--- src/hdl/health_aware_round_robin_select_core_assert.svh ---
// ============================================================================
// Assertion macros for the health-aware round-robin selector
// Concurrent assertion wrappers that compile away for synthesis.
// ============================================================================
`ifndef HEALTH_AWARE_ROUND_ROBIN_SELECT_CORE_ASSERT_SVH
`define HEALTH_AWARE_ROUND_ROBIN_SELECT_CORE_ASSERT_SVH

`ifndef SYNTHESIS

// Checks that the antecedent implies the consequent in the same cycle.
`define HARRS_ASSERT_NOW(lbl, clk, rst_n, ante, cons, msg) \
    lbl: assert property (@(posedge clk) disable iff (!rst_n) (ante) |-> (cons)) \
        else $error(msg);

// Checks that the antecedent implies the consequent in the following cycle.
`define HARRS_ASSERT_NEXT(lbl, clk, rst_n, ante, cons, msg) \
    lbl: assert property (@(posedge clk) disable iff (!rst_n) (ante) |=> (cons)) \
        else $error(msg);

`else

`define HARRS_ASSERT_NOW(lbl, clk, rst_n, ante, cons, msg)
`define HARRS_ASSERT_NEXT(lbl, clk, rst_n, ante, cons, msg)

`endif

`endif

--- src/hdl/harrs_pkg.sv ---
`default_nettype none
// ============================================================================
// Health-aware round-robin selector package
// Shared codes, field widths and controller/datapath interface structs.
// ============================================================================
package harrs_pkg;

    localparam int COUNT_W   = 5;
    localparam int THRESH_W  = 4;
    localparam int FIELD_W   = 4;
    localparam int FAILCNT_W = 4;

    localparam logic [FAILCNT_W-1:0] FAILCNT_MAX = 4'd15;

    // Request operations.
    localparam logic [1:0] OP_SELECT  = 2'd0;
    localparam logic [1:0] OP_FAIL    = 2'd1;
    localparam logic [1:0] OP_SUCCESS = 2'd2;
    localparam logic [1:0] OP_NONE    = 2'd3;

    // Result status codes.
    localparam logic [1:0] ST_OK           = 2'd0;
    localparam logic [1:0] ST_ALL_DOWN     = 2'd1;
    localparam logic [1:0] ST_NO_SERVERS   = 2'd2;
    localparam logic [1:0] ST_OUT_OF_RANGE = 2'd3;

    // Configuration register indexes.
    localparam logic CFG_SERVER_COUNT      = 1'b0;
    localparam logic CFG_FAILURE_THRESHOLD = 1'b1;

    typedef struct packed {
        logic load;
        logic mod_step;
        logic commit_sel;
        logic commit_rep;
        logic commit_empty;
        logic rep_fail;
    } harrs_cmd_t;

    typedef struct packed {
        logic       in_valid;
        logic [1:0] op;
        logic       n_zero;
        logic       out_free;
    } harrs_stat_t;

endpackage

`default_nettype wire

--- src/hdl/harrs_ctrl.sv ---
`default_nettype none
// ============================================================================
// Selector controller
// Sequences request intake, the pointer reduction and the commit of results.
// ============================================================================
module harrs_ctrl
    import harrs_pkg::*;
#(
    parameter int MAX_BACKENDS = 16
)
(
    input  wire logic        clk,
    input  wire logic        rst_n,
    input  wire harrs_stat_t stat,
    output harrs_cmd_t       cmd,
    output logic             in_ready
);

    localparam int IDX_W = (MAX_BACKENDS > 1) ? $clog2(MAX_BACKENDS) : 1;
    localparam int SW    = $clog2(IDX_W + 1);

    typedef enum logic [2:0] {
        S_IDLE,
        S_MOD,
        S_SCAN,
        S_REPORT,
        S_EMPTY
    } state_t;

    state_t          state_reg;
    logic [SW-1:0]   step_reg;
    logic            fail_reg;
    logic            accept;

    assign in_ready = (state_reg == S_IDLE);
    assign accept   = in_ready && stat.in_valid;

    always_comb
    begin
        cmd              = '0;
        cmd.rep_fail     = fail_reg;
        cmd.load         = accept && ((stat.op == OP_SELECT && !stat.n_zero) ||
                                      stat.op == OP_FAIL || stat.op == OP_SUCCESS);
        cmd.mod_step     = (state_reg == S_MOD);
        cmd.commit_sel   = (state_reg == S_SCAN)   && stat.out_free;
        cmd.commit_rep   = (state_reg == S_REPORT) && stat.out_free;
        cmd.commit_empty = (state_reg == S_EMPTY)  && stat.out_free;
    end

    always_ff @(posedge clk or negedge rst_n)
    begin
        if (!rst_n)
        begin
            state_reg <= S_IDLE;
            step_reg  <= '0;
            fail_reg  <= 1'b0;
        end
        else
        begin
            unique case (state_reg)
                S_IDLE:
                begin
                    if (accept)
                    begin
                        unique case (stat.op) inside
                            OP_SELECT:
                            begin
                                step_reg  <= SW'(IDX_W - 1);
                                state_reg <= stat.n_zero ? S_EMPTY : S_MOD;
                            end
                            OP_FAIL, OP_SUCCESS:
                            begin
                                fail_reg  <= (stat.op == OP_FAIL);
                                state_reg <= S_REPORT;
                            end
                            default:
                            begin
                                state_reg <= S_IDLE;
                            end
                        endcase
                    end
                end
                S_MOD:
                begin
                    if (step_reg == '0)
                    begin
                        state_reg <= S_SCAN;
                    end
                    else
                    begin
                        step_reg <= step_reg - 1'b1;
                    end
                end
                S_SCAN, S_REPORT, S_EMPTY:
                begin
                    if (stat.out_free)
                    begin
                        state_reg <= S_IDLE;
                    end
                end
                default:
                begin
                    state_reg <= S_IDLE;
                end
            endcase
        end
    end

endmodule

`default_nettype wire

--- src/hdl/harrs_dp.sv ---
`default_nettype none
// ============================================================================
// Selector datapath
// Health state, rotation pointer, pointer reduction and rotating scan.
// ============================================================================
module harrs_dp
    import harrs_pkg::*;
#(
    parameter int MAX_BACKENDS = 16
)
(
    input  wire logic                 clk,
    input  wire logic                 rst_n,
    input  wire harrs_cmd_t           cmd,
    input  wire logic [COUNT_W-1:0]   server_count,
    input  wire logic [THRESH_W-1:0]  failure_threshold,
    input  wire logic [FIELD_W-1:0]   server_index,
    output logic [1:0]                status,
    output logic [FIELD_W-1:0]        chosen_index,
    output logic                      server_alive
);

    localparam int IDX_W = (MAX_BACKENDS > 1) ? $clog2(MAX_BACKENDS) : 1;
    localparam int NW    = $clog2(MAX_BACKENDS + 1);
    localparam int EW    = (NW > COUNT_W) ? NW : COUNT_W;
    localparam int DW    = EW + IDX_W;

    logic [IDX_W-1:0]      ptr_reg;
    logic [MAX_BACKENDS-1:0] alive_reg;
    logic [FAILCNT_W-1:0]  fail_cnt_reg [MAX_BACKENDS];
    logic [FIELD_W-1:0]    idx_reg;
    logic [IDX_W-1:0]      rem_reg;
    logic [DW-1:0]         dsh_reg;
    logic [1:0]            status_reg;
    logic [FIELD_W-1:0]    chosen_reg;
    logic                  alive_out_reg;

    logic [EW-1:0]         n_eff;
    logic [MAX_BACKENDS-1:0] live_m;
    logic [MAX_BACKENDS-1:0] upper_m;
    logic [MAX_BACKENDS-1:0] pick_m;
    logic [MAX_BACKENDS-1:0] iso_m;
    logic [IDX_W-1:0]      pick_idx;
    logic                  any_alive;
    logic [IDX_W-1:0]      next_ptr;
    logic [IDX_W+FIELD_W-1:0] pick_wide;
    logic [IDX_W+FIELD_W-1:0] idx_wide;
    logic [IDX_W-1:0]      rep_idx;
    logic                  in_range;
    logic [THRESH_W-1:0]   thr_eff;
    logic                  cur_alive;
    logic [FAILCNT_W-1:0]  cur_cnt;
    logic [FAILCNT_W-1:0]  cnt_inc;
    logic [FAILCNT_W-1:0]  cnt_new;
    logic                  alive_new;

    // Servers beyond the built capacity are not in rotation.
    always_comb
    begin
        if (EW'(server_count) > EW'(MAX_BACKENDS))
        begin
            n_eff = EW'(MAX_BACKENDS);
        end
        else
        begin
            n_eff = EW'(server_count);
        end
    end

    // Rotating scan: alive servers at or above the reduced pointer win first,
    // otherwise the lowest alive server wraps around.
    always_comb
    begin
        for (int i = 0; i < MAX_BACKENDS; i++)
        begin
            live_m[i]  = alive_reg[i] && (EW'(i) < n_eff);
            upper_m[i] = live_m[i] && (EW'(i) >= EW'(rem_reg));
        end
        pick_m    = (upper_m != '0) ? upper_m : live_m;
        iso_m     = pick_m & (~pick_m + 1'b1);
        any_alive = (live_m != '0);
        pick_idx  = '0;
        for (int i = 0; i < MAX_BACKENDS; i++)
        begin
            if (iso_m[i])
            begin
                pick_idx = pick_idx | IDX_W'(i);
            end
        end
        if ((EW'(pick_idx) + 1'b1) == n_eff)
        begin
            next_ptr = '0;
        end
        else
        begin
            next_ptr = pick_idx + 1'b1;
        end
        pick_wide = {{FIELD_W{1'b0}}, pick_idx};
    end

    // Health report update for the addressed server.
    always_comb
    begin
        idx_wide  = {{IDX_W{1'b0}}, idx_reg};
        rep_idx   = idx_wide[IDX_W-1:0];
        in_range  = (DW'(idx_reg) < DW'(n_eff));
        thr_eff   = (failure_threshold == '0) ? THRESH_W'(1) : failure_threshold;
        cur_alive = alive_reg[rep_idx];
        cur_cnt   = fail_cnt_reg[rep_idx];
        cnt_inc   = (cur_cnt == FAILCNT_MAX) ? FAILCNT_MAX : cur_cnt + 1'b1;
        if (cmd.rep_fail)
        begin
            if (cur_alive)
            begin
                cnt_new   = cnt_inc;
                alive_new = !(cnt_inc >= thr_eff);
            end
            else
            begin
                cnt_new   = cur_cnt;
                alive_new = 1'b0;
            end
        end
        else
        begin
            cnt_new   = '0;
            alive_new = 1'b1;
        end
    end

    always_ff @(posedge clk or negedge rst_n)
    begin
        if (!rst_n)
        begin
            ptr_reg   <= '0;
            alive_reg <= '1;
            for (int i = 0; i < MAX_BACKENDS; i++)
            begin
                fail_cnt_reg[i] <= '0;
            end
        end
        else
        begin
            if (cmd.commit_sel)
            begin
                ptr_reg <= any_alive ? next_ptr : rem_reg;
            end
            if (cmd.commit_rep && in_range)
            begin
                alive_reg[rep_idx]    <= alive_new;
                fail_cnt_reg[rep_idx] <= cnt_new;
            end
        end
    end

    // Pointer reduction modulo the active count, one restoring step a cycle.
    always_ff @(posedge clk)
    begin
        if (cmd.load)
        begin
            idx_reg <= server_index;
            rem_reg <= ptr_reg;
            dsh_reg <= DW'(n_eff) << (IDX_W - 1);
        end
        else if (cmd.mod_step)
        begin
            if (DW'(rem_reg) >= dsh_reg)
            begin
                rem_reg <= rem_reg - dsh_reg[IDX_W-1:0];
            end
            dsh_reg <= dsh_reg >> 1;
        end
    end

    always_ff @(posedge clk)
    begin
        if (cmd.commit_sel)
        begin
            status_reg    <= any_alive ? ST_OK : ST_ALL_DOWN;
            chosen_reg    <= any_alive ? pick_wide[FIELD_W-1:0] : '0;
            alive_out_reg <= any_alive;
        end
        else if (cmd.commit_rep)
        begin
            status_reg    <= in_range ? ST_OK : ST_OUT_OF_RANGE;
            chosen_reg    <= idx_reg;
            alive_out_reg <= in_range && alive_new;
        end
        else if (cmd.commit_empty)
        begin
            status_reg    <= ST_NO_SERVERS;
            chosen_reg    <= '0;
            alive_out_reg <= 1'b0;
        end
    end

    assign status       = status_reg;
    assign chosen_index = chosen_reg;
    assign server_alive = alive_out_reg;

endmodule

`default_nettype wire

--- src/hdl/health_aware_round_robin_select_core.sv ---
// Order: a health report's result word is registered from its report state after acceptance; a
// select's result word follows the one-bit-per-cycle reduction of the rotation pointer modulo the
// active count and the rotating scan; a select with no servers goes straight to its empty result.
// Flow: one request at a time; the next is accepted only once the block is idle again after the
// result registers, and a receiver that stalls the output holds the block busy.
// Reset: rst_n clears the pointer, marks every server alive and zeroes all failure counts.
`default_nettype none
// ============================================================================
// Health-aware round-robin server selector
// Picks the next alive server in rotation and tracks per-server health.
// ============================================================================
`include "health_aware_round_robin_select_core_assert.svh"

module health_aware_round_robin_select_core
    import harrs_pkg::*;
#(
    parameter int MAX_BACKENDS = 16
)
(
    input  wire logic       clk,
    input  wire logic       rst_n,

    // Request stream.
    input  wire logic       s_axis_tvalid,
    output logic            s_axis_tready,
    input  wire logic [7:0] s_axis_tdata,   // [3:0] server_index, [7:4] zero
    input  wire logic [1:0] s_axis_tuser,   // [1:0] operation

    // Result stream.
    output logic            m_axis_tvalid,
    input  wire logic       m_axis_tready,
    output logic [7:0]      m_axis_tdata,   // [3:0] chosen_index, [4] server_alive, [7:5] zero
    output logic [1:0]      m_axis_tuser,   // [1:0] status

    // Configuration write channel.
    input  wire logic       cfg_valid,
    output logic            cfg_ready,
    input  wire logic       cfg_index,
    input  wire logic [4:0] cfg_data
);

    // Configuration registers. Writes must only be made while the block is idle;
    // the user must keep to this, the block does not enforce it. The channel is always ready.
    logic [COUNT_W-1:0]  server_count_reg;
    logic [THRESH_W-1:0] failure_threshold_reg;

    // Result word holding register valid flag.
    logic                m_valid_reg;

    harrs_cmd_t          cmd;
    harrs_stat_t         stat;
    logic                commit;
    logic [1:0]          status;
    logic [FIELD_W-1:0]  chosen_index;
    logic                server_alive;

    assign cfg_ready = 1'b1;

    always_ff @(posedge clk or negedge rst_n)
    begin
        if (!rst_n)
        begin
            server_count_reg      <= COUNT_W'(1);
            failure_threshold_reg <= THRESH_W'(1);
        end
        else if (cfg_valid && cfg_ready)
        begin
            unique case (cfg_index)
                CFG_SERVER_COUNT:      server_count_reg      <= cfg_data;
                CFG_FAILURE_THRESHOLD: failure_threshold_reg <= cfg_data[THRESH_W-1:0];
                default:               server_count_reg      <= server_count_reg;
            endcase
        end
    end

    // The controller may commit a new result word whenever the output
    // register is empty or is being drained in the same cycle.
    assign stat.in_valid = s_axis_tvalid;
    assign stat.op       = s_axis_tuser;
    assign stat.n_zero   = (server_count_reg == '0);
    assign stat.out_free = !m_valid_reg || m_axis_tready;

    assign commit = cmd.commit_sel || cmd.commit_rep || cmd.commit_empty;

    always_ff @(posedge clk or negedge rst_n)
    begin
        if (!rst_n)
        begin
            m_valid_reg <= 1'b0;
        end
        else if (commit)
        begin
            m_valid_reg <= 1'b1;
        end
        else if (m_axis_tready)
        begin
            m_valid_reg <= 1'b0;
        end
    end

    harrs_ctrl #(
        .MAX_BACKENDS (MAX_BACKENDS)
    ) u_ctrl (
        .clk      (clk),
        .rst_n    (rst_n),
        .stat     (stat),
        .cmd      (cmd),
        .in_ready (s_axis_tready)
    );

    harrs_dp #(
        .MAX_BACKENDS (MAX_BACKENDS)
    ) u_dp (
        .clk               (clk),
        .rst_n             (rst_n),
        .cmd               (cmd),
        .server_count      (server_count_reg),
        .failure_threshold (failure_threshold_reg),
        .server_index      (s_axis_tdata[FIELD_W-1:0]),
        .status            (status),
        .chosen_index      (chosen_index),
        .server_alive      (server_alive)
    );

    assign m_axis_tvalid = m_valid_reg;
    assign m_axis_tdata  = {3'b000, server_alive, chosen_index};
    assign m_axis_tuser  = status;

    // An ignored operation leaves the block ready for the next word.
    `HARRS_ASSERT_NEXT(a_none_stays_ready, clk, rst_n,
        s_axis_tvalid && s_axis_tready && s_axis_tuser == OP_NONE,
        s_axis_tready, "ignored operation left the block busy")

    // Every committed result shows up as a valid output word.
    `HARRS_ASSERT_NEXT(a_commit_gives_word, clk, rst_n, commit, m_axis_tvalid,
        "committed result did not reach the output")

    // An out-of-range report never claims the server is alive.
    `HARRS_ASSERT_NOW(a_range_not_alive, clk, rst_n,
        m_axis_tvalid && m_axis_tuser == ST_OUT_OF_RANGE, !m_axis_tdata[4],
        "out-of-range report flagged alive")

endmodule

`default_nettype wire
--- config.mk ---
export PLATFORM = sky130hd
export DESIGN_NAME = health_aware_round_robin_select_core
export DESIGN_NICKNAME = d
export VERILOG_FILES = /design/src/hdl/harrs_pkg.sv /design/src/hdl/harrs_ctrl.sv /design/src/hdl/harrs_dp.sv /design/src/hdl/health_aware_round_robin_select_core.sv
export VERILOG_INCLUDE_DIRS = /design/src /design/src/hdl
export SDC_FILE = /design/constraint.sdc
export NUM_CORES = 1
export LEC_CHECK = 0
export CAP_MARGIN = 10
export CELL_PAD_IN_SITES_DETAIL_PLACEMENT = 1
export CELL_PAD_IN_SITES_GLOBAL_PLACEMENT = 2
export CORE_ASPECT_RATIO = 0.8
export CORE_MARGIN = 2
export CORE_UTILIZATION = 43
export DETAILED_ROUTE_END_ITERATION = 8
export DONT_BUFFER_PORTS = 1
export MAX_ROUTING_LAYER = met4
export PLACE_DENSITY_LB_ADDON = 0.12
export SYNTH_ARGS = -nofsm -noshare
export SYNTH_HDL_FRONTEND = slang
export SYNTH_SLANG_ARGS = --single-unit
--- constraint.sdc ---
create_clock -name clk -period 4.3 [get_ports clk]
set_input_delay 0.215 -clock clk [delete_from_list [all_inputs] [get_ports clk]]
set_output_delay 0.215 -clock clk [all_outputs]
set_load 0.02 [all_outputs]
==> results.txt, run 1 <==
----------------------------------------------------
[Cells and area]
  Most used cells in the layout excluding fill and tap cells ... 81 x sky130_fd_sc_hd__dfrtp_1, 76 x sky130_fd_sc_hd__mux2_2, 70 x sky130_fd_sc_hd__nand2_1, 56 x sky130_fd_sc_hd__nor2_1, 50 x sky130_fd_sc_hd__buf_4
  Post-layout net count ... 782
  Leading cell type in the layout, fill and taps excluded ... sky130_fd_sc_hd__dfrtp_1
  Finished Layout Cells ... 978
  Ratio of cells with drive above 1 in the final layout ... 29.61%
  Area added between synthesis and finish ... 15.71%
  Area of all placed cells without fillers ... between 0.008 and 0.009 mm^2
  Antenna Cells ... 0
  Flip-flop count of the largest register, all copies and words added ... 64

[Worst setup path]
  Startpoint class of the critical path ... register
  Arrival time reported for the critical path endpoint ... 4.47 ns
  Stage delay of the slowest cell on the critical path ... 0.60 ns
  Required time worst endpoint ... 4.63 ns
  Maximum fanout along the worst path ... 10
  Standard cell with the maximum stage delay on the critical path ... sky130_fd_sc_hd__edfxtp_1
  Sequence of cells on the critical path ... buf_4 -> nor2_1 -> nand2_1 -> o22ai_1 -> nor4b_4 -> a21oi_1 -> o221ai_1 -> a211oi_2 -> o22ai_1 -> ha_1 -> xnor2_1 -> nor2b_1 -> mux2i_1 -> a211oi_4 -> o31ai_2
  Start-to-end type of the worst setup path ... register to register
  Most Frequent Cell on Critical Path ... sky130_fd_sc_hd__o22ai_1
  Type of destination of the critical path ... register

[Pwr]
  Static leakage power ... 3.779 nW
  Total Power ... 5.416 mW
  VDD IR-drop max ... around 370 uV
  Comb pwr share ... 44.7%
  Proportion of power drawn by flip-flops and latches ... 31.7%
  Net load switching power ... 2.263 mW
  Fraction of power spent switching nets ... between 40% and 50%
  Internal power component ... 3.154 mW
  Part of the total power dissipated in the clock network ... about a quarter
  Pwr/cell area ... 627.1 mW/mm^2

[Placed design]
  Pre-CTS worst setup slack ... 0.07642 ns
  Placed instance count ... 933
  Placed Instance Area ... 0.007945 mm^2
  Number of input and output port buffers inserted ... 0
  Final weighted congestion of routability-driven global placement ... about 0.86
  Final HPWL DP ... 16.85 mm

[Floorplan]
  Number of placed I/O pins ... 34
  Standard-cell rows ... 43
  Die boundary width ... 151.3 um
  Overall die area ... 0.01844 mm^2
  Die Span Y ... 121.8 um
  Core Region ... between 0.015 and 0.02 mm^2
  Effective utilization at floorplan ... a little over two fifths

[Synth]
  Post-synthesis mux area share ... between 15 and 20%
  Portion of the post-synthesis area used by sequential elements ... 43.01%
  Leading post-synthesis cells by cell area ... sky130_fd_sc_hd__dfrtp_1 28%, sky130_fd_sc_hd__mux2_2 11%, sky130_fd_sc_hd__edfxtp_1 8.0%
  FFs w/ async S/R, synth ... 81.45%
  Post-Synth Simple-Gate Area ... 13.02%
  Cell taking the most area after synthesis ... sky130_fd_sc_hd__dfrtp_1
  Synthesized instance count ... 695
  Register bit total from synthesis ... 124
  Post-synthesis adder-cell area fraction ... between 3 and 4%
  Avg Cell Area, Syn ... 10.74 um^2
  Warnings, synthesis ... 0
  Portion of synthesized cell area occupied by the leading cell type ... 27.82%
  Largest family of logic cells by synthesized area ... multiplexers
  Number of enable flip-flop cells after synthesis ... 20
  Count of unique library cells instantiated by Yosys ... 76
  Main flop type after synthesis ... sky130_fd_sc_hd__dfrtp_1
  Xor/xnor share of the synthesized area ... 0.5867%
  Post-Syn Area ... 0.007465 mm^2
  Compound-Gate Fraction of Synth Area ... ~16%

[Detailed routing]
  DRT antenna net count ... 0
  Overall via count from detail_route ... between 5000 and 6000
  Overall routed net length ... 22.52 mm
  DRC violations left ... 0
  Starting DRC count in detailed routing ... roughly 400
  Via density per instance ... approximately 6.0
  WL/cell ... 23.02 um
  Detailed-router iteration count before antenna repair ... 4

[Global routing]
  First-pass GRT wire length ... 36.11 mm
  Total global routing overflow ... 0
  Pin count of the biggest net entering global routing ... 102
  Aggregate global-route resource usage ... 27.20%
  Antenna violations before repair ... 0
  Number of global-route vias before repair ... approximately 6300

[Timing]
  Transition time at the pin with the least slew margin ... 1.134 ns
  Min Clock Period, post-route ... ~4.1 ns
  Worst-case clock skew ... 0.01015 ns
  Final-report setup violation count ... 0
  Max-Slew Margin vs Limit ... 24.13%
  Maximum operating frequency ... 241.3 MHz
  Period utilization ... 96.36%
  Final-report hold violation count ... 0
  RSZ-0062 raised after global routing ... true
  Smallest setup slack after layout ... 0.1566 ns
  Worst hold margin ... 0.04540 ns
  Final max-slew violation count ... 0

[Clocking]
  Clock root buffer ... sky130_fd_sc_hd__clkbuf_16
  TritonCTS Buffers ... 17
  Number of H-tree levels ... 4
  Clock Tree Buf Depth ... 2
  Clock tree sinks ... 124
  Clock insertion delay at the later pin of the skew report ... 0.42 ns
  TritonCTS clock tree ... done
  Clock Pin Slew Worst Setup and Hold Paths ... ~0.06 ns

[Status]
  Run status ... finished, final reports clean

[Job]
  Max cap viols ... 0

[Min path]
  Worst min-delay path class ... primary input to register

----------------------------------------------------
stage by stage:
step / setup TNS (ns) / util [%]
after floorplan: 0 / -
after global placement: 0 / 46.29
after detailed placement: 0 / 46.29
after CTS: 0 / 50.08
after global routing: -0.006998 / 50.32
final: 0 / 50.32
power by group through the flow:
stage          sequential [mW]  combinational, mW  clock, mW
2_1_floorplan             1.59               1.62          0
3_3_place_gp              1.73               2.24          0
3_5_place_dp              1.73               2.30          0
4_1_cts                   1.72               2.35       1.31
5_1_grt                   1.75               2.63       1.36
6_report                  1.72               2.42       1.28
synthesized netlist by cell type, types with 8 or more instances:
master / count
sky130_fd_sc_hd__a21o_1: 10
sky130_fd_sc_hd__a21oi_1: 33
sky130_fd_sc_hd__a31oi_1: 22
sky130_fd_sc_hd__buf_1: 8
sky130_fd_sc_hd__clkbuf_1: 15
sky130_fd_sc_hd__dfrtp_1: 83
sky130_fd_sc_hd__dfstp_2: 18
sky130_fd_sc_hd__edfxtp_1: 20
sky130_fd_sc_hd__ha_1: 19
sky130_fd_sc_hd__inv_1: 24
sky130_fd_sc_hd__mux2_2: 76
sky130_fd_sc_hd__mux4_2: 25
sky130_fd_sc_hd__nand2_1: 70
sky130_fd_sc_hd__nand2b_1: 15
sky130_fd_sc_hd__nand3_1: 12
sky130_fd_sc_hd__nor2_1: 56
sky130_fd_sc_hd__nor2b_1: 9
sky130_fd_sc_hd__nor3_1: 11
sky130_fd_sc_hd__o21a_1: 12
sky130_fd_sc_hd__o21ai_0: 26
worst paths after layout:
check	start	endpoint	slack (ns)	cells past startpoint
setup / recovery	u_dp.rem_reg[3]$_DFFE_PP_	u_dp.ptr_reg[1]$_DFFE_PN0P_	0.16	15
hold / removal	s_axis_tvalid	u_ctrl.state_reg[1]$_DFFE_PN0P_	0.05	2
setup reg to reg	u_dp.rem_reg[3]$_DFFE_PP_	u_dp.ptr_reg[1]$_DFFE_PN0P_	0.16	15
hold reg to reg	u_dp.dsh_reg[0]$_SDFFE_PP0P_	u_dp.dsh_reg[0]$_SDFFE_PP0P_	0.48	2
max in group asynchronous	rst_n	server_count_reg[4]$_DFFE_PN0P_	3.49	2
min in group asynchronous	rst_n	u_dp.fail_cnt_reg[37]$_DFFE_PN0P_	0.39	2
per-layer routing:
metal	up-vias	GRT usage (%)	share of wire [%]
li1	2676	-	-
met1	3036	38.67	48
met2	135	40.16	45
met3	21	4.944	5.3
met4	0	7.593	1.1
met5	-	-	0
timing repair:
item                                    in CTS  in global routing
setup buffers                                0                  3
resized for setup                            0                  5
hold endpoints to repair                   114                  0
hold buffers                                11                  0
endpoints found under the setup margin       0                  4
worst max-delay path, delay by kind of cell (launching register included):
kind | cells | cell delay (ns)
AO/OA/AOI/OAI | 7 | 1.72
XOR/XNOR | 1 | 0.25
adder cells (fa/ha/maj) | 1 | 0.36
buffers and inverters | 1 | 0.27
flip-flops | 1 | 0.60
multiplexers | 1 | 0.33
AND/OR/NAND/NOR | 4 | 0.53
cells by family (layout without fill, tap and decap cells):
group                    Yosys count  count (layout)
XOR/XNOR                           5               5
other                              2               4
buffers and inverters             61             117
AND/OR/NAND/NOR                  205             205
flip-flops                       124             124
AO/OA/AOI/OAI                    170             170
adder cells (fa/ha/maj)           20              20
multiplexers                     108             108
layout make-up:
class	instances	area [um^2]
Fill cell	1850	8526
Multi-Input combinational cell	512	4008
Sequential cell	124	3213
Timing Repair Buffer	62	523.0
Clock buffer	18	429.2
Tap cell	225	281.5
Clock inverter	13	92.59
Inverter	24	90.09
Note: power is estimated with default switching activity, not from simulation.
==> run 2, diff against run 1 <==
--- a/config.mk
+++ b/config.mk
@@ -15,7 +15,7 @@
 export DETAILED_ROUTE_END_ITERATION = 8
 export DONT_BUFFER_PORTS = 1
 export MAX_ROUTING_LAYER = met4
-export PLACE_DENSITY_LB_ADDON = 0.12
+export PLACE_DENSITY = 0.77
 export SYNTH_ARGS = -nofsm -noshare
 export SYNTH_HDL_FRONTEND = slang
 export SYNTH_SLANG_ARGS = --single-unit
==> run 2 against run 1 <==
Compared with the run above: combinational power fell by 3%; clock skew about the same; final cell count fell by 0.41%; critical path depth is 1 lower; via count up 0.29%; hold slack got worse by 0.0059 ns; largest cell class unchanged; flip-flop and latch count unchanged; largest power group unchanged; clock power up 12%; routed wire length down 0.73%; register-to-register slack better by 0.07 ns; non-clock buffer count down 5.
==> results.txt, run 2 (same netlist as run 1, synthesis figures left out) <==
----------------------------------------------------
[Status]
  Run status ... finished, final reports clean (unchanged)

[Detailed routing]
  WL/cell ... 22.95 um (was 23.02 um)
  DRC violations left ... 0 (unchanged)
  Via density per instance ... 6.042 (was 6.000)
  Detailed-router iteration count before antenna repair ... 5 (was 4)
  Overall via count from detail_route ... 5885 (was 5868)
  Starting DRC count in detailed routing ... 377 (was 397)
  Overall routed net length ... 22.35 mm (was 22.52 mm)
  DRT antenna net count ... 0 (unchanged)

[Worst setup path]
  Arrival time reported for the critical path endpoint ... 4.36 ns (was 4.47 ns)
  Startpoint class of the critical path ... register (unchanged)
  Required time worst endpoint ... 4.59 ns (was 4.63 ns)
  Type of destination of the critical path ... register (unchanged)
  Critical R2R Launch ... server_count_reg[3]$_DFFE_PN0P_ (was u_dp.rem_reg[3]$_DFFE_PP_)
  Start-to-end type of the worst setup path ... register to register (unchanged)
  Startpoint of the worst setup timing path ... server_count_reg[3]$_DFFE_PN0P_ (was u_dp.rem_reg[3]$_DFFE_PP_)
  Maximum fanout along the worst path ... 7 (was 10)

[Clocking]
  Clock insertion delay at the later pin of the skew report ... 0.42 ns (about the same)
  Clock tree sinks ... 124 (unchanged)
  Clock Tree Buf Depth ... 2 (unchanged)
  Clock Pin Slew Worst Setup and Hold Paths ... 0.06 ns (about the same)
  Number of H-tree levels ... 4 (unchanged)
  TritonCTS clock tree ... done (unchanged)
  Clock root buffer ... sky130_fd_sc_hd__clkbuf_16 (unchanged)
  TritonCTS Buffers ... 17 (unchanged)

[Cells and area]
  Most used cells in the layout excluding fill and tap cells ... 81 x sky130_fd_sc_hd__dfrtp_1, 76 x sky130_fd_sc_hd__mux2_2, 70 x sky130_fd_sc_hd__nand2_1, 56 x sky130_fd_sc_hd__nor2_1, 44 x sky130_fd_sc_hd__buf_4 (was 81 x sky130_fd_sc_hd__dfrtp_1, 76 x sky130_fd_sc_hd__mux2_2, 70 x sky130_fd_sc_hd__nand2_1, 56 x sky130_fd_sc_hd__nor2_1, 50 x sky130_fd_sc_hd__buf_4)
  Post-layout net count ... 777 (was 782)
  Filler Cells Inserted ... 1834 (was 1850)
  Area added between synthesis and finish ... 16.06% (was 15.71%)
  Flip-flop and latch area ... 0.003213 mm^2 (unchanged)
  Leading cell type in the layout, fill and taps excluded ... sky130_fd_sc_hd__dfrtp_1 (unchanged)
  Multi-input combinational cell area ... 0.004013 mm^2 (was 0.004008 mm^2)
  Flip-flop count of the largest register, all copies and words added ... 64 (unchanged)
  Ratio of cells with drive above 1 in the final layout ... 29.77% (was 29.61%)
  Antenna Cells ... 0 (unchanged)
  Util after Layout ... 50.48% (was 50.32%)

[Min path]
  Start point of the worst hold path ... s_axis_tvalid (unchanged)
  Worst min-delay path class ... primary input to register (unchanged)

[Timing]
  Transition time at the pin with the least slew margin ... 1.092 ns (was 1.134 ns)
  RSZ-0062 raised after global routing ... true (unchanged)
  Worst hold margin ... 0.03954 ns (was 0.04540 ns)
  Final-report setup violation count ... 0 (unchanged)
  Worst-case clock skew ... 0.01061 ns (was 0.01015 ns)
  Smallest setup slack after layout ... 0.2294 ns (was 0.1566 ns)
  Period utilization ... 94.67% (was 96.36%)
  Min Clock Period, post-route ... 4.071 ns (was 4.143 ns)
  Maximum operating frequency ... 245.7 MHz (was 241.3 MHz)
  Max-Slew Margin vs Limit ... 26.95% (was 24.13%)
  Final-report hold violation count ... 0 (unchanged)
  Final max-slew violation count ... 0 (unchanged)

[Global routing]
  First-pass GRT wire length ... 35.85 mm (was 36.11 mm)
  Aggregate global-route resource usage ... 26.84% (was 27.20%)
  Pin count of the biggest net entering global routing ... 102 (unchanged)
  Number of global-route vias before repair ... 6249 (was 6270)
  Total global routing overflow ... 0 (unchanged)
  Antenna violations before repair ... 0 (unchanged)

[Placed design]
  Final HPWL DP ... 16.54 mm (was 16.85 mm)
  Number of input and output port buffers inserted ... 0 (unchanged)
  Pre-CTS worst setup slack ... 0.1668 ns (was 0.07642 ns)
  Final weighted congestion of routability-driven global placement ... 0.9208 (was 0.8639)

[Pwr]
  VDD IR-drop max ... 322.0 uV (was 372.9 uV)
  Comb pwr share ... 42.6% (was 44.7%)
  Internal power component ... 3.243 mW (was 3.154 mW)
  Proportion of power drawn by flip-flops and latches ... 31.3% (was 31.7%)
  Net load switching power ... 2.277 mW (was 2.263 mW)
  Fraction of power spent switching nets ... 41.26% (was 41.77%)
  Static leakage power ... 3.797 nW (was 3.779 nW)
  Part of the total power dissipated in the clock network ... 26.1% (was 23.6%)
  Pwr/cell area ... 637.2 mW/mm^2 (was 627.1 mW/mm^2)

[Floorplan]
  Die boundary width ... 151.3 um (unchanged)
  Effective utilization at floorplan ... 43.49% (unchanged)
  Number of placed I/O pins ... 34 (unchanged)
  Die Span Y ... 121.8 um (unchanged)
  Overall die area ... 0.01844 mm^2 (unchanged)
  Core Region ... 0.01716 mm^2 (unchanged)
  Standard-cell rows ... 43 (unchanged)

[Job]
  Max cap viols ... 0 (unchanged)

----------------------------------------------------
run 2: metrics by stage:
stage / std cells / area [um^2] / setup TNS, ns / power, mW
floorplan: 697 / 7472 / 0 / 3.217
global placement: 929 / 7915 / 0 / 3.930
detailed placement: 929 / 7915 / 0 / 3.996
CTS: 972 / 8626 / 0 / 5.506
global route: 974 / 8663 / -0.006672 / 5.854
finish: 974 / 8663 / 0 / 5.520
run 2: metal layers:
metal / track usage, % / wire length (um) / up-vias
li1: - / - / 2659
met4: 6.250 / 343 / 0
met5: - / 0 / -
met2: 40.33 / 10120 / 147
met1: 37.39 / 10800 / 3047
met3: 5.955 / 1085 / 32
run 2: path summary, 6_finish.rpt:
check                                                    end  slack [ns]  cells past startpoint
min in group asynchronous  u_dp.fail_cnt_reg[39]$_DFFE_PN0P_        0.36                      2
hold reg to reg                 u_dp.dsh_reg[2]$_SDFFE_PP0P_        0.49                      2
setup / recovery                 u_dp.ptr_reg[2]$_DFFE_PN0P_        0.23                     14
hold / removal               u_ctrl.state_reg[1]$_DFFE_PN0P_        0.04                      2
setup reg to reg                 u_dp.ptr_reg[2]$_DFFE_PN0P_        0.23                     14
max in group asynchronous    server_count_reg[4]$_DFFE_PN0P_        3.47                      2
run 2: critical path, cell delays in order (launching register included):
cell                       delay (ns)
sky130_fd_sc_hd__dfrtp_1         0.49
sky130_fd_sc_hd__or2_1           0.29
sky130_fd_sc_hd__a222oi_1        0.44
sky130_fd_sc_hd__a2111o_1        0.25
sky130_fd_sc_hd__nor4b_4         0.38
sky130_fd_sc_hd__nand3_2         0.23
sky130_fd_sc_hd__mux2_2          0.28
sky130_fd_sc_hd__a31oi_1         0.07
sky130_fd_sc_hd__o22ai_1         0.26
sky130_fd_sc_hd__ha_2            0.28
sky130_fd_sc_hd__nand3_1         0.08
sky130_fd_sc_hd__or3_1           0.31
sky130_fd_sc_hd__o311a_1         0.16
sky130_fd_sc_hd__a211oi_2        0.28
sky130_fd_sc_hd__o21ai_1         0.13
run 2: final cells by class:
cell class,count,area share [%]
inverters,24,1.040
repair buffers,57,5.575
well taps,225,3.250
multi-input cells,512,46.32
clock buffers,18,5.069
flip-flops and latches,124,37.09
clock inverters,14,1.661
run 2: what timing repair did:
item | CTS | global route
buffers inserted | 0 | 2
endpoints found under the hold margin | 114 | 0
gates resized for setup | 0 | 8
setup endpoints to repair | 0 | 4
hold buffers | 11 | 0
run 2: power by group through the flow:
stage / logic, mW / registers, mW / clock network [mW]
after floorplan: 1.62 / 1.59 / 0
after global placement: 2.20 / 1.73 / 0
after detailed placement: 2.26 / 1.74 / 0
after CTS: 2.32 / 1.72 / 1.47
after global routing: 2.59 / 1.75 / 1.51
final: 2.35 / 1.73 / 1.44
==> run 3, diff against run 2 <==
--- a/config.mk
+++ b/config.mk
@@ -9,7 +9,6 @@
 export CAP_MARGIN = 10
 export CELL_PAD_IN_SITES_DETAIL_PLACEMENT = 1
 export CELL_PAD_IN_SITES_GLOBAL_PLACEMENT = 2
-export CORE_ASPECT_RATIO = 0.8
 export CORE_MARGIN = 2
 export CORE_UTILIZATION = 43
 export DETAILED_ROUTE_END_ITERATION = 8
==> run 3 against run 2 <==
Compared with the run above: hold slack got worse by 0.033 ns; die area about the same; sequential share of layout area fell by 0.069 points; via count down 2.0%; utilization increased by 0.23 points; flip-flop and latch count did not move; largest cell class unchanged; global-route usage shrank 1.2 points; count of clock-buffer cells in the layout did not move; critical path type unchanged; register-to-register slack lost 0.04 ns.
==> results.txt, run 3 (same netlist as run 1, synthesis figures left out) <==
----------------------------------------------------
[Floorplan]
  Die Span Y ... 135.8 um (was 121.8 um)
  Number of placed I/O pins ... 34 (unchanged)
  Core Region ... 0.01712 mm^2 (was 0.01716 mm^2)
  Standard-cell rows ... 48 (was 43)
  Die boundary width ... 135.8 um (was 151.3 um)
  Effective utilization at floorplan ... 43.61% (was 43.49%)
  Overall die area ... 0.01843 mm^2 (was 0.01844 mm^2)

[Cells and area]
  Area of all placed cells without fillers ... 0.008680 mm^2 (was 0.008663 mm^2)
  Ratio of cells with drive above 1 in the final layout ... 29.37% (was 29.77%)
  Area added between synthesis and finish ... 16.28% (was 16.06%)
  Util after Layout ... 50.71% (was 50.48%)
  Post-layout net count ... 777 (unchanged)
  Filler Cells Inserted ... 1883 (was 1834)
  Most used cells in the layout excluding fill and tap cells ... 81 x sky130_fd_sc_hd__dfrtp_1, 76 x sky130_fd_sc_hd__mux2_2, 70 x sky130_fd_sc_hd__nand2_1, 56 x sky130_fd_sc_hd__nor2_1, 45 x sky130_fd_sc_hd__buf_4 (was 81 x sky130_fd_sc_hd__dfrtp_1, 76 x sky130_fd_sc_hd__mux2_2, 70 x sky130_fd_sc_hd__nand2_1, 56 x sky130_fd_sc_hd__nor2_1, 44 x sky130_fd_sc_hd__buf_4)
  Antenna Cells ... 0 (unchanged)
  Leading cell type in the layout, fill and taps excluded ... sky130_fd_sc_hd__dfrtp_1 (unchanged)
  Flip-flop count of the largest register, all copies and words added ... 64 (unchanged)

[Timing]
  RSZ-0062 raised after global routing ... false (was true)
  Smallest setup slack after layout ... 0.1855 ns (was 0.2294 ns)
  Final-report setup violation count ... 0 (unchanged)
  Setup_tns ... 0 ns (unchanged)
  Min Clock Period, post-route ... 4.114 ns (was 4.071 ns)
  Worst hold margin ... 0.006705 ns (was 0.03954 ns)
  Final-report hold violation count ... 0 (unchanged)
  Max-Slew Margin vs Limit ... 29.60% (was 26.95%)
  Period utilization ... 95.69% (was 94.67%)
  Transition time at the pin with the least slew margin ... 1.052 ns (was 1.092 ns)
  Final max-slew violation count ... 0 (unchanged)
  Maximum operating frequency ... 243.0 MHz (was 245.7 MHz)
  Worst-case clock skew ... 0.01912 ns (was 0.01061 ns)

[Worst setup path]
  Required time worst endpoint ... 4.64 ns (was 4.59 ns)
  Reg2Reg Setup Slack ... 0.19 ns (was 0.23 ns)
  Maximum fanout along the worst path ... 13 (was 7)
  Arrival time reported for the critical path endpoint ... 4.46 ns (was 4.36 ns)
  Startpoint class of the critical path ... register (unchanged)
  Type of destination of the critical path ... register (unchanged)
  Start-to-end type of the worst setup path ... register to register (unchanged)

[Pwr]
  Internal power component ... 3.254 mW (was 3.243 mW)
  Comb pwr share ... 42.6% (about the same)
  Pwr/cell area ... 633.0 mW/mm^2 (was 637.2 mW/mm^2)
  VDD IR-drop max ... 354.4 uV (was 322.0 uV)
  Part of the total power dissipated in the clock network ... 26.3% (was 26.1%)
  Proportion of power drawn by flip-flops and latches ... 31.1% (was 31.3%)
  Net load switching power ... 2.240 mW (was 2.277 mW)
  Fraction of power spent switching nets ... 40.77% (was 41.26%)
  Static leakage power ... 3.798 nW (was 3.797 nW)

[Clocking]
  TritonCTS clock tree ... done (unchanged)
  TritonCTS Buffers ... 17 (unchanged)
  Clock root buffer ... sky130_fd_sc_hd__clkbuf_16 (unchanged)
  Clock insertion delay at the later pin of the skew report ... 0.43 ns (was 0.42 ns)
  Clock tree sinks ... 124 (unchanged)
  Clock Pin Slew Worst Setup and Hold Paths ... 0.06 ns (about the same)
  Number of H-tree levels ... 4 (unchanged)
  Clock Tree Buf Depth ... 2 (unchanged)

[Status]
  Run status ... finished, final reports clean (unchanged)

[Detailed routing]
  Detailed-router iteration count before antenna repair ... 5 (unchanged)
  DRT antenna net count ... 0 (unchanged)
  Starting DRC count in detailed routing ... 365 (was 377)
  Via density per instance ... 5.919 (was 6.042)
  DRC violations left ... 0 (unchanged)
  Overall routed net length ... 21.52 mm (was 22.35 mm)
  WL/cell ... 22.09 um (was 22.95 um)
  Overall via count from detail_route ... 5765 (was 5885)

[Global routing]
  Pin count of the biggest net entering global routing ... 102 (unchanged)
  Antenna violations before repair ... 0 (unchanged)
  Number of global-route vias before repair ... 6173 (was 6249)
  Total global routing overflow ... 0 (unchanged)
  First-pass GRT wire length ... 34.64 mm (was 35.85 mm)
  Aggregate global-route resource usage ... 25.67% (was 26.84%)

[Placed design]
  Number of input and output port buffers inserted ... 0 (unchanged)
  Final HPWL DP ... 15.95 mm (was 16.54 mm)
  Pre-CTS worst setup slack ... 0.01929 ns (was 0.1668 ns)
  Placed Instance Area ... 0.007870 mm^2 (was 0.007915 mm^2)
  Final weighted congestion of routability-driven global placement ... 0.8361 (was 0.9208)

[Min path]
  Worst min-delay path class ... primary input to register (unchanged)

[Job]
  Max cap viols ... 0 (unchanged)

----------------------------------------------------
-- run 3: power by group through the flow --
stage                     logic (mW)  registers (mW)  clock network, mW
after floorplan                 1.62            1.59                  0
after global placement          2.11            1.72                  0
after detailed placement        2.18            1.73                  0
after CTS                       2.23            1.71               1.47
after global routing            2.56            1.74               1.52
final                           2.34            1.71               1.44
-- run 3: metal layers --
metal  up-vias  track usage, %  routed length (um)
li1       2652               -                   -
met1      3001           30.90                9119
met2        88           44.67               11490
met3        24           4.340                 590
met4         0           7.002                 321
met5         -               -                   0
-- run 3: cell type report --
cell class | instances | area (um^2) | share of cell area [%]
Timing Repair Buffer | 57 | 485.5 | 5.593
Tap cell | 225 | 281.5 | 3.243
Clock buffer | 18 | 450.4 | 5.190
Multi-Input combinational cell | 512 | 4015 | 46.26
Clock inverter | 14 | 143.9 | 1.658
Inverter | 24 | 90.09 | 1.038
Sequential cell | 124 | 3213 | 37.02
-- run 3: repair_timing --
action | 4_1_cts | 5_1_grt
hold buffers | 11 | 0
resized for setup | 0 | 6
endpoints found under the setup margin | 0 | 4
endpoints found under the hold margin | 114 | 0
setup buffers | 0 | 8
-- run 3: through the flow --
| step | cells | power, mW |
|---|---|---|
| 6_report | 974 | 5.494 |
| 5_1_grt | 974 | 5.825 |
| 4_1_cts | 966 | 5.405 |
| 3_5_place_dp | 923 | 3.912 |
| 3_3_place_gp | 923 | 3.830 |
| 2_1_floorplan | 697 | 3.217 |
-- run 3: worst max-delay path, stage by stage (launching register included) --
cell,delay (ns)
sky130_fd_sc_hd__dfrtp_2,0.51
sky130_fd_sc_hd__a211o_1,0.37
sky130_fd_sc_hd__a222oi_1,0.30
sky130_fd_sc_hd__buf_4,0.19
sky130_fd_sc_hd__a2111o_1,0.13
sky130_fd_sc_hd__nor4b_4,0.38
sky130_fd_sc_hd__buf_4,0.20
sky130_fd_sc_hd__a21oi_1,0.10
sky130_fd_sc_hd__nand2b_1,0.21
sky130_fd_sc_hd__o2111ai_1,0.29
sky130_fd_sc_hd__o221ai_2,0.15
sky130_fd_sc_hd__ha_1,0.35
sky130_fd_sc_hd__xnor2_1,0.22
sky130_fd_sc_hd__nor2b_1,0.07
sky130_fd_sc_hd__mux2i_1,0.30
sky130_fd_sc_hd__a211oi_4,0.08
sky130_fd_sc_hd__o31ai_2,0.21
-- run 3: final timing paths --
| kind | from | end | cells after the start |
|---|---|---|---|
| max | server_count_reg[2]$_DFFE_PN0P_ | u_dp.ptr_reg[1]$_DFFE_PN0P_ | 16 |
| min | s_axis_tvalid | u_ctrl.state_reg[1]$_DFFE_PN0P_ | 2 |
| max reg2reg | server_count_reg[2]$_DFFE_PN0P_ | u_dp.ptr_reg[1]$_DFFE_PN0P_ | 16 |
| min reg2reg | u_dp.dsh_reg[0]$_SDFFE_PP0P_ | u_dp.dsh_reg[0]$_SDFFE_PP0P_ | 2 |
| max in group asynchronous | rst_n | server_count_reg[2]$_DFFE_PN0P_ | 2 |
| min in group asynchronous | rst_n | u_ctrl.step_reg[0]$_DFFE_PN0P_ | 2 |
